**src/kors_pkg.sv**
```systemverilog
// Package for the Kepler orbit state rate block: widths, CORDIC table, state codes.
// Used by every module in src; depends on nothing.
package kors_pkg;

  localparam int CordicSteps = 30;
  localparam int AngleBits = 32;
  localparam logic signed [63:0] OneQ30 = 64'sd1073741824;
  localparam logic signed [63:0] CordicGainQ30 = 64'sd652032874;
  localparam logic [31:0] InvTwoPiQ32 = 32'd683565276;

  // register indexes of the configuration port
  localparam logic [2:0] RegEcc = 3'd0;
  localparam logic [2:0] RegSma = 3'd1;
  localparam logic [2:0] RegK = 3'd2;
  localparam logic [2:0] RegRate = 3'd3;
  localparam logic [2:0] RegSteps = 3'd4;

  // datapath operations issued by the controller
  typedef enum logic [3:0] {
    OP_NONE, OP_LOAD, OP_SC_START, OP_SC_STEP, OP_FSTEP, OP_DIV_START, OP_DIV_STEP,
    OP_ESTEP, OP_RADIUS, OP_HALF_START, OP_AT_START, OP_AT_STEP, OP_STORE,
    OP_RATE1, OP_RATE2
  } op_t;

  typedef struct packed {
    op_t        op;
    logic       sc_half;
  } cmd_t;

  typedef struct packed {
    logic       full;
  } sts_t;

  function automatic logic [31:0] atan_turn(input logic [4:0] i);
    logic [31:0] t;
    case (i)
      5'd0: t = 32'h20000000; 5'd1: t = 32'h12E4051E; 5'd2: t = 32'h09FB385B;
      5'd3: t = 32'h051111D4; 5'd4: t = 32'h028B0D43; 5'd5: t = 32'h0145D7E1;
      5'd6: t = 32'h00A2F61E; 5'd7: t = 32'h00517C55; 5'd8: t = 32'h0028BE53;
      5'd9: t = 32'h00145F2F; 5'd10: t = 32'h000A2F98; 5'd11: t = 32'h000517CC;
      5'd12: t = 32'h00028BE6; 5'd13: t = 32'h000145F3; 5'd14: t = 32'h0000A2F9;
      5'd15: t = 32'h0000517C; 5'd16: t = 32'h000028BE; 5'd17: t = 32'h0000145F;
      5'd18: t = 32'h00000A2F; 5'd19: t = 32'h00000517; 5'd20: t = 32'h0000028B;
      5'd21: t = 32'h00000145; 5'd22: t = 32'h000000A2; 5'd23: t = 32'h00000051;
      5'd24: t = 32'h00000028; 5'd25: t = 32'h00000014; 5'd26: t = 32'h0000000A;
      5'd27: t = 32'h00000005; 5'd28: t = 32'h00000002; 5'd29: t = 32'h00000001;
      default: t = 32'h0;
    endcase
    return t;
  endfunction

endpackage

```
**src/kors_ctrl.sv**
```systemverilog
// Controller: sequences Newton solve, radius, half-angle CORDIC, arctangent, store, rate.
// Depends on kors_pkg; commands kors_dp.
module kors_ctrl import kors_pkg::*; (
  input  logic       clk,
  input  logic       rst_n,
  input  logic [5:0] steps,
  input  logic       in_fire,
  input  logic       out_fire,
  input  sts_t       sts,
  output logic       busy,
  output logic       out_valid,
  output cmd_t       cmd,
  output logic [4:0] step
);

  typedef enum logic [3:0] {
    S_IDLE, S_NT_SC0, S_NT_SC, S_NT_F, S_NT_D0, S_NT_D, S_NT_E,
    S_R_SC0, S_R_SC, S_R_RAD, S_H_SC0, S_H_SC, S_AT0, S_AT, S_STORE, S_RATE
  } state_t;

  state_t state_r, state_nxt;
  logic [5:0] it_r, it_nxt;
  logic [4:0] cnt_r, cnt_nxt;
  logic ov_r, ov_nxt;

  assign busy = (state_r != S_IDLE);
  assign out_valid = ov_r;
  assign step = cnt_r;

  always_comb begin
    state_nxt = state_r; it_nxt = it_r; cnt_nxt = cnt_r; ov_nxt = ov_r;
    cmd.op = OP_NONE; cmd.sc_half = 1'b0;
    if (out_fire) ov_nxt = 1'b0;
    unique case (state_r)
      S_IDLE: if (in_fire) begin
        cmd.op = OP_LOAD; it_nxt = 6'd0;
        state_nxt = (steps == 6'd0) ? S_R_SC0 : S_NT_SC0;
      end
      S_NT_SC0, S_R_SC0, S_H_SC0: begin
        cmd.op = OP_SC_START; cmd.sc_half = (state_r == S_H_SC0); cnt_nxt = 5'd0;
        state_nxt = (state_r == S_NT_SC0) ? S_NT_SC : (state_r == S_R_SC0) ? S_R_SC : S_H_SC;
      end
      S_NT_SC, S_R_SC, S_H_SC: begin
        cmd.op = OP_SC_STEP; cnt_nxt = cnt_r + 5'd1;
        if (cnt_r == 5'(CordicSteps - 1))
          state_nxt = (state_r == S_NT_SC) ? S_NT_F : (state_r == S_R_SC) ? S_R_RAD : S_AT0;
      end
      S_NT_F: begin cmd.op = OP_FSTEP; state_nxt = S_NT_D0; end
      S_NT_D0: begin cmd.op = OP_DIV_START; cnt_nxt = 5'd0; state_nxt = S_NT_D; end
      S_NT_D: begin
        cmd.op = OP_DIV_STEP; cnt_nxt = cnt_r + 5'd1;
        if (cnt_r == 5'd31) state_nxt = S_NT_E;
      end
      S_NT_E: begin
        cmd.op = OP_ESTEP; it_nxt = it_r + 6'd1;
        state_nxt = (it_r + 6'd1 >= steps) ? S_R_SC0 : S_NT_SC0;
      end
      S_R_RAD: begin cmd.op = OP_RADIUS; state_nxt = S_H_SC0; end
      S_AT0: begin cmd.op = OP_AT_START; cnt_nxt = 5'd0; state_nxt = S_AT; end
      S_AT: begin
        cmd.op = OP_AT_STEP; cnt_nxt = cnt_r + 5'd1;
        if (cnt_r == 5'(CordicSteps - 1)) state_nxt = S_STORE;
      end
      S_STORE: begin cmd.op = OP_STORE; state_nxt = S_RATE; end
      // hold here while the previous result still waits in the output register
      S_RATE: begin
        if (!sts.full) begin
          state_nxt = S_IDLE;
        end else if (!ov_r || out_fire) begin
          cmd.op = OP_RATE1; ov_nxt = 1'b1; state_nxt = S_IDLE;
        end
      end
      default: state_nxt = S_IDLE;
    endcase
  end

  always_ff @(posedge clk) begin
    if (!rst_n) begin
      state_r <= S_IDLE; it_r <= 6'd0; cnt_r <= 5'd0; ov_r <= 1'b0;
    end else begin
      state_r <= state_nxt; it_r <= it_nxt; cnt_r <= cnt_nxt; ov_r <= ov_nxt;
    end
  end
endmodule

```
**config.mk**
```make
export PLATFORM = sky130hd
export DESIGN_NAME = kors_ctrl
export DESIGN_NICKNAME = d
export VERILOG_FILES = /design/src/kors_pkg.sv /design/src/kors_ctrl.sv
export SDC_FILE = /design/constraint.sdc
export NUM_CORES = 1
export LEC_CHECK = 0
export CAP_MARGIN = 10
export CORE_UTILIZATION = 50
export CTS_BUF_LIST = sky130_fd_sc_hd__clkbuf_16
export DETAILED_ROUTE_END_ITERATION = 16
export DONT_BUFFER_PORTS = 1
export PLACE_DENSITY_LB_ADDON = 0.3
export SYNTH_ARGS = -nofsm -noshare
export SYNTH_HDL_FRONTEND = slang
export SYNTH_SLANG_ARGS = --single-unit
export TNS_END_PERCENT = 1
```
**constraint.sdc**
```tcl
create_clock -name clk -period 2 [get_ports clk]
set_input_delay 0.1 -clock clk [delete_from_list [all_inputs] [get_ports clk]]
set_output_delay 0.1 -clock clk [all_outputs]
set_load 0.05 [all_outputs]
```
==> metrics, run 1 <==
Mapped Cells=163; Yosys reg bits=16; share of cells above drive strength 1=24.0%; clk sinks=16; Hold Vio Cnt, Final=0; largest net degree at the start of global routing=16; cell family with most CP delay=simple AND/OR/NAND/NOR gates; I/O Buffers=0; syn_area_per_cell=7.89 um2; CTS root buf=clkbuf_16; crit end category=output pin; worst hold path type=in -> reg; Rel. slew slack=67.7%; Synth cell types=46; clk_lat worst skew=0.24 ns; Worst Skew=0.00395 ns; total global routing track utilization=26.1%; first-pass GRT wire length=5290 um; antenna violations before repair=0; number of CTS-inserted buffers=3; Final Util=65.4%; Tcrit/Tclk final=99.9%; RD Place Congestion=0.866; post-synthesis sequential area ratio=24.9%; startpoint types=register; WS Path Type=reg -> out; drt initial violations=28; Slew Limit Fails=0; Die ar.=2780 um2; RSZ-0062 raised after global routing=true; worst path cell trace=nand3_1 -> or3b_1 -> a21oi_1 -> nor2_1 -> a21oi_2 -> buf_12; core box area=2450 um2; FP Rows=18; Slowest Stage Delay on Critical Path=0.47 ns; ant diodes=0; Final Net Count=205; io pins=23; pre-CTS WS=-0.111 ns; clock period minus worst slack=2.00 ns; final setup vio count=0; Tightest Pin Transition=0.487 ns; WL/cell=15.2 um; Data arrival, critical path=1.90 ns; number of synthesized flops with an enable pin=0; Post-synth top flop=dfxtp_1; Netlist Area Pre-Place=1290 um2; grt ovf=0; status=complete, no violations; Area Overhead vs Synth=24.9%; Post-DP Area=1470 um2; Synth async-reset ratio=0%; Worst VDD drop=1050 uV; Die Y=52.7 um; drt via density=5.97; WP data required=1.90 ns; effective utilization at floorplan=52.4%; Worst-path clk slew=0.05 ns; Power Density=1160 nW/um2; crit-path max FO=9; critical path's slowest cell=dfxtp_1; DRC violations left=0; Max Cap Viol=0; DR vias=1,271; synth warn=0; CTS H-tree depth=1; vias in the first global route=1,206; total wire length=3250 um; CTS tree=built; Horiz. Die Dim=52.7 um; CP bufs+invs=1; DPL Wire Length=2320 um; Syn Nets=184; setup ws final=0.00121 ns; DRT Pass-1 Iters=4; Power Total=1.86 mW; design area=1610 um2; P_leak=0.716 nW; Achievable Freq=500 MHz; Final ANT Viol Nets=0; Max Buffers Root-to-Sink=2
-- cell usage after synthesis, types with 2 or more instances --
| library cell | count | share of area (%) |
|---|---|---|
| ha_1 | 10 | 9.7 |
| nand3_1 | 7 | 2.7 |
| nor2_1 | 12 | 3.5 |
| nand2b_1 | 3 | 1.5 |
| xor2_1 | 3 | 2.0 |
| o21ai_0 | 12 | 4.7 |
| and2b_1 | 2 | 1.2 |
| a21o_1 | 2 | 1.2 |
| nand3b_1 | 3 | 1.8 |
| nor4_1 | 2 | 0.97 |
| xnor2_1 | 2 | 1.4 |
| and2_1 | 2 | 0.97 |
| nand2_1 | 11 | 3.2 |
| nor3b_1 | 2 | 1.2 |
| a21boi_1 | 2 | 1.2 |
| buf_2 | 3 | 1.2 |
| or3_1 | 5 | 2.4 |
| clkbuf_1 | 5 | 1.5 |
| nor3_1 | 2 | 0.78 |
| a21oi_1 | 9 | 3.5 |
| inv_1 | 6 | 1.8 |
| a22oi_1 | 3 | 1.8 |
| a21boi_0 | 3 | 1.8 |
| nor2b_1 | 13 | 6.3 |
| or3b_1 | 2 | 1.4 |
| dfxtp_1 | 16 | 25 |
| and3_1 | 2 | 0.97 |
-- metal layers --
metal  GRT usage (%)  part of all wire (%)
met1            32.0                    43
met2            47.5                    52
met3            4.64                   3.9
met4            3.95                   1.3
met5               0                     0
-- final timing paths --
check,start,end,slack [ns],cells past startpoint
setup / recovery,state_r[3],cmd[1],0.001,6
hold reg to reg,step[3],step[3],0.52,2
setup reg to reg,it_r[1],state_r[2],0.001,9
hold / removal,rst_n,it_r[2],0.008,1
-- sequential cells by signal (all words and copies together), names as in the netlist --
name	cells
it_r	6
step	5
state_r	4
out_valid	1
-- final cells by class --
class | instances | area (um2)
inverters | 6 | 22.5
clock inverters | 1 | 3.75
multi-input cells | 132 | 923
clock buffers | 3 | 75.1
repair buffers | 25 | 215
fillers | 203 | 848
flip-flops and latches | 16 | 329
well taps | 30 | 37.5
-- power by group --
part	switching (mW)	total (mW)	internal, mW
Clock	0.124	0.389	0.265
Combinational	0.625	1.03	0.404
Sequential	0.0827	0.446	0.363
Total	0.832	1.86	1.03
-- timing repair --
| action | 4_1_cts | 5_1_grt |
|---|---|---|
| hold buffers | 1 | 0 |
| pin swaps | 4 | 8 |
| setup buffers | 3 | 0 |
| resized for setup | 7 | 5 |
| setup endpoints to repair | 3 | 3 |
| gates cloned | 0 | 0 |
| endpoints found under the hold margin | 9 | 0 |
-- cell families after synthesis --
logic type / Yosys count / share of synthesized area, %
simple gates: 73 / 32.2
xor+xnor: 5 / 3.41
buf+inv: 15 / 5.25
flops: 16 / 24.9
fa+ha+maj: 10 / 9.73
mux: 1 / 0.778
compound gates: 43 / 23.7
-- through the flow --
stage	instances	setup TNS, ns	hold slack, ns
finish	213	0	0.00776
global route	213	-0.284	0.00616
CTS	213	-0.00850	0.00727
detailed placement	205	-0.131	0.229
global placement	205	-0.0123	0.231
floorplan	163	-0.234	0.251
-- placed cells by master (no fill, tap or decap), drive strengths merged, types with 3 or more instances in the layout --
master	count
a21boi	5
a21oi	9
a22oi	3
buf	24
clkbuf	3
dfxtp	16
ha	10
inv	6
nand2	11
nand2b	3
nand3	7
nand3b	3
nor2	12
nor2b	13
o21ai	12
or3	5
xor2	3
Power figures use the tool's default switching activity.
==> run 2: changes to the inputs <==
--- a/config.mk
+++ b/config.mk
@@ -10,6 +10,7 @@
 export CTS_BUF_LIST = sky130_fd_sc_hd__clkbuf_16
 export DETAILED_ROUTE_END_ITERATION = 16
 export DONT_BUFFER_PORTS = 1
+export MAX_ROUTING_LAYER = met4
 export PLACE_DENSITY_LB_ADDON = 0.3
 export SYNTH_ARGS = -nofsm -noshare
 export SYNTH_HDL_FRONTEND = slang
==> run 2 against run 1 <==
Sequential power about the same. Fmax is essentially flat. Combinational power about the same. Sequential cell count unchanged. Clock-buffer cell count did not move. Wire length shrank 0.55%. Worst setup slack about the same. Power decreased by 0.11%. Clock skew about the same. Utilization is the same. Highest routed layer unchanged.
==> metrics, run 2 (synthesis results as in run 1) <==
status=complete, no violations; Largest register FFs=6 (unchanged); WHS Path Cells=1 (unchanged); Rel. slew slack=67.7% (unchanged); Power Density=1160 nW/um2 (-0.11%); share of cells above drive strength 1=24.0% (unchanged); DR vias=1,266 (-0.39%); R2R depth=9 (unchanged); RD Place Congestion=0.880 (+1.6%); Achievable Freq=500 MHz (about the same); Final Net Count=205 (unchanged); drt initial violations=31 (+11%); Worst Skew=0.00398 ns (+0.0000264 ns); setup slack, reg-to-reg=0.01 ns (about the same); drt via density=5.94 (-0.39%); CTS tree=built; critical path's slowest cell=dfxtp_1; crit end category=output pin; Inst Count DP=205 (unchanged); grt ovf=0 (unchanged); Worst VDD drop=1050 uV (about the same); Hold Vio Cnt, Final=0 (unchanged); DRT Pass-1 Iters=4 (unchanged); Die Y=52.7 um (unchanged); CTS root buf=clkbuf_16; CTS H-tree depth=1 (unchanged); io pins=23 (unchanged); Area Overhead vs Synth=24.9% (unchanged); Finished Layout Cells=213 (unchanged); Largest Register=it_r; most common cell after layout, fill and taps aside=buf_4; WL/cell=15.2 um (-0.55%); clock period minus worst slack=2.00 ns (-0.000167 ns); effective utilization at floorplan=52.4% (unchanged); Max Buffers Root-to-Sink=2 (unchanged); Data arrival, critical path=1.90 ns (about the same); cell family with most CP delay=simple AND/OR/NAND/NOR gates; startpoint types=register; Horiz. Die Dim=52.7 um (unchanged); crit-path max FO=9 (unchanged); antenna violations before repair=0 (unchanged); worst path cell trace=nand3_1 -> or3b_1 -> a21oi_1 -> nor2_1 -> a21oi_2 -> buf_12; Worst-path clk slew=0.05 ns (about the same); total wire length=3230 um (-0.55%); Tightest Pin Transition=0.487 ns (unchanged); RSZ-0062 raised after global routing=true; clk_lat worst skew=0.24 ns (about the same); worst hold path type=in -> reg; WP data required=1.90 ns (about the same); Tcrit/Tclk final=99.9% (about the same); I/O Buffers=0 (unchanged); logic depth of the worst setup path including buffers=6 (unchanged); ant diodes=0 (unchanged); number of CTS-inserted buffers=3 (unchanged); most frequent cells in the layout=22 x buf_4, 13 x nor2b_1; vias in the first global route=1,209 (+0.25%); core box area=2450 um2 (unchanged); first-pass GRT wire length=5290 um (unchanged); DPL Wire Length=2320 um (unchanged); CP bufs+invs=1 (unchanged); Final ANT Viol Nets=0 (unchanged); WS Path Type=reg -> out; P_leak=0.716 nW (unchanged); largest net degree at the start of global routing=16 (unchanged); TNS Setup=0 ns (unchanged); Slew Limit Fails=0 (unchanged); Power Total=1.86 mW (-0.11%); Slowest Stage Delay on Critical Path=0.47 ns (about the same); clk sinks=16 (unchanged); total global routing track utilization=26.8% (+0.68 points); DRC violations left=0 (unchanged); final setup vio count=0 (unchanged); Die ar.=2780 um2 (unchanged); FP Rows=18 (unchanged); Final Util=65.4% (unchanged); Max Cap Viol=0 (unchanged)
==> run 2: per-layer routing <==
metal	part of all wire, %	global-route usage [%]	wire length [um]	vias to the layer above
met4	1.3	3.95	41	0
li1	-	-	-	625
met1	43	31.7	1380	602
met5	0	-	0	-
met3	4.5	5.22	144	6
met2	52	47.5	1660	33
==> run 2: cell type report <==
class	count	area (um2)
clock buffer	3	75.1
timing repair buffer	25	215
tap	30	37.5
clock inverter	1	3.75
multi-input combinational	132	923
inverter	6	22.5
fill	203	848
sequential	16	329
==> run 2: worst reg2reg max path: stages (launching register included) <==
cell and delay [ns]:
dfxtp_2 0.35, nand3_2 0.10, nor2_2 0.13, xor2_1 0.20, ha_1 0.30, a211oi_2 0.23
nand2_1 0.10, a2bb2oi_2 0.12, o211ai_1 0.10, o221a_2 0.26
==> run 2: power breakdown <==
part	internal, mW	switching (mW)	leakage [nW]
sequential	0.363	0.0826	0.132
combinational	0.404	0.623	0.545
clock	0.265	0.124	0.0385
==> run 2: per-stage QoR <==
step / cell area [um2] / hold slack, ns / setup slack [ns]
finish: 1610 / 0.00772 / 0.00137
detailed placement: 1470 / 0.229 / -0.111
global route: 1610 / 0.00616 / -0.131
global placement: 1470 / 0.231 / -0.0123
CTS: 1590 / 0.00727 / -0.00850
floorplan: 1290 / 0.251 / -0.177
==> run 2: timing repair <==
| item | in CTS | in global routing |
|---|---|---|
| hold buffers | 1 | 0 |
| setup endpoints to repair | 3 | 3 |
| endpoints found under the hold margin | 9 | 0 |
| gates resized for setup | 7 | 5 |
| pin swaps | 4 | 8 |
| cloned | 0 | 0 |
| buffers inserted | 3 | 0 |
==> run 2: worst paths after layout <==
check	startpoint	to
worst min-delay path	rst_n	it_r[2]
worst max register to register	it_r[1]	state_r[2]
worst min register to register	step[3]	step[3]
worst max-delay path	state_r[3]	cmd[1]
==> run 3: changes to the inputs <==
--- a/config.mk
+++ b/config.mk
@@ -6,7 +6,8 @@
 export NUM_CORES = 1
 export LEC_CHECK = 0
 export CAP_MARGIN = 10
-export CORE_UTILIZATION = 50
+export CORE_ASPECT_RATIO = 0.5
+export CORE_UTILIZATION = 45
 export CTS_BUF_LIST = sky130_fd_sc_hd__clkbuf_16
 export DETAILED_ROUTE_END_ITERATION = 16
 export DONT_BUFFER_PORTS = 1
==> constraint.sdc (replaced) <==
create_clock -name clk -period 2.1 [get_ports clk]
set_input_delay 0.105 -clock clk [delete_from_list [all_inputs] [get_ports clk]]
set_output_delay 0.105 -clock clk [all_outputs]
set_load 0.05 [all_outputs]
==> run 3 against run 2 <==
The run now ends with hold timing left. Final cell count increased by 3.3%. Worst setup slack improved by 0.11 ns. Die area increased by 11%. Register-to-register slack improved by 0.10 ns. Clock power decreased by 5%. Utilization decreased by 4.4 points. Largest cell class unchanged. Largest power group unchanged.
==> metrics, run 3 (synthesis results as in run 1) <==
Internal=0.998 mW (-3.3%); CP startpoint=it_r[0]; most common cell after layout, fill and taps aside=buf_4; Max Buffers Root-to-Sink=2 (unchanged); drt via density=5.75 (-3.3%); RD Place Congestion=0.803 (-8.7%); most frequent cells in the layout=23 x buf_4, 13 x nor2b_1; status=finished, violations left; violated checks=hold timing; crit-path max FO=3 (-6); ant diodes=0 (unchanged); Final ANT Viol Nets=0 (unchanged); total global routing track utilization=22.6% (-4.1 points); Achievable Freq=504 MHz; effective utilization at floorplan=48.5% (-3.9 points); Worst-path clk slew=0.05 ns (about the same); WL/cell=13.7 um (-9.7%); I/O Buffers=0 (unchanged); fill count=230 (+13%); Data arrival, critical path=2.12 ns (+0.22 ns); DRT Pass-1 Iters=4 (unchanged); Finished Layout Cells=220 (+3.3%); vias in the first global route=1,107 (-8.4%); number of CTS-inserted buffers=3 (unchanged); CTS tree=built; clk_lat worst skew=0.25 ns (about the same); antenna violations before repair=0 (unchanged); worst hold path type=in -> reg; Clk pwr share=20.8% (about the same); RR Startpoint=it_r[0]; clock period minus worst slack=1.99 ns; largest net degree at the start of global routing=17 (+1); Area Overhead vs Synth=25.9%; Sequential Power Share=24.4% (+0.5 points); DRC violations left=0 (unchanged); grt ovf=0 (unchanged); Tcrit/Tclk final=94.6%; startpoint types=register; crit end category=register; NetSw=0.788 mW (-5.0%); first-pass GRT wire length=4940 um (-6.5%); Power Total=1.79 mW (-4.0%); FP Rows=13 (-5); Hold Crit Start=rst_n; Reg area=332 um2 (+0.76%); clk sinks=16 (unchanged); Die Y=39.8 um (-24%); Max Cap Viol=0 (unchanged); Die ar.=3090 um2 (+11%); Worst VDD drop=587 uV (-44%); Rel. slew slack=63.2% (-4.4 points); Min Hold Slack=-0.00271 ns (-0.0104 ns); CTS H-tree depth=1 (unchanged); WP data required=2.24 ns (+0.34 ns); Slew Limit Fails=0 (unchanged); Power Density=1100 nW/um2 (-4.8%); Inst Count DP=212 (+3.4%); DPL Wire Length=2170 um (-6.4%); io pins=23 (unchanged); Worst Skew=0.00260 ns (-0.00138 ns); area of the multi-input gates=931 um2 (+0.81%); Largest Register=it_r; drt initial violations=126 (+310%); final setup vio count=0 (unchanged); Sw Ratio=44.1% (-0.45 points); share of cells above drive strength 1=24.6% (+0.55 points); DR vias=1,265 (-0.079%); Final Net Count=206 (+0.49%); P_leak=0.723 nW (+1.0%); Tightest Pin Transition=0.547 ns (+0.0604 ns); core box area=2650 um2 (+8.0%); Hold Vio Cnt, Final=2 (+2); combinational share of power=54.8% (-0.3 points); total wire length=3010 um (-6.7%); WS Path Type=reg -> reg; Horiz. Die Dim=77.6 um (+47%); CTS root buf=clkbuf_16; Largest register FFs=6 (unchanged)
==> run 3: final cells by class <==
type,count,share of cell area [%]
clock buffer,3,4.64
inverter,6,1.39
multi-input combinational,132,57.5
sequential,16,20.5
tap,37,2.86
timing repair buffer,26,13.1
==> run 3: through the flow <==
stage	TNS (ns)	setup WS, ns	util [%]	cell area [um2]	hold WS [ns]
floorplan	-0.0766	-0.0766	-	1290	0.256
global placement	0	0.108	55.1	1460	0.233
detailed placement	0	0.0278	55.1	1460	0.232
CTS	0	0.0163	58.8	1560	0.000107
global route	-0.0224	-0.0148	61.1	1620	0.00370
finish	0	0.114	61.1	1620	-0.00271
==> run 3: power groups by stage <==
| stage | registers, mW | logic (mW) | clock network [mW] |
|---|---|---|---|
| floorplan | 0.398 | 0.743 | 0 |
| global placement | 0.425 | 0.947 | 0 |
| detailed placement | 0.427 | 0.953 | 0 |
| CTS | 0.426 | 0.963 | 0.377 |
| global route | 0.447 | 1.06 | 0.391 |
| finish | 0.436 | 0.979 | 0.372 |
==> run 3: metal layers <==
metal / vias to the layer above / global-route usage (%) / wire (um)
met4: 0 / 9.91 / 68
met2: 32 / 39.4 / 1340
met5: - / - / 0
met1: 594 / 25.3 / 1460
met3: 6 / 6.74 / 143
li1: 633 / - / -
==> run 3: final timing paths <==
kind	to	slack [ns]	cells past startpoint
worst min-delay path	it_r[0]	-0.003	1
worst max register to register	state_r[2]	0.11	9
worst min register to register	step[4]	0.56	2
worst max-delay path	state_r[2]	0.11	9
==> run 3: what timing repair did <==
action,in CTS,in global routing
resized for setup,2,12
hold buffers,2,0
endpoints found under the hold margin,8,0
setup endpoints to repair,1,3
pin swaps,0,4
setup buffers,0,3
==> run 3: worst max-delay path, cell delays in order, from the launching register on <==
cell and delay, ns:
dfxtp_2 0.35, nand3_2 0.10, nor2_2 0.12, xor2_1 0.20, ha_1 0.28, a211oi_2 0.26
nand2_1 0.10, a2bb2oi_2 0.13, o211ai_1 0.10, o221a_2 0.24
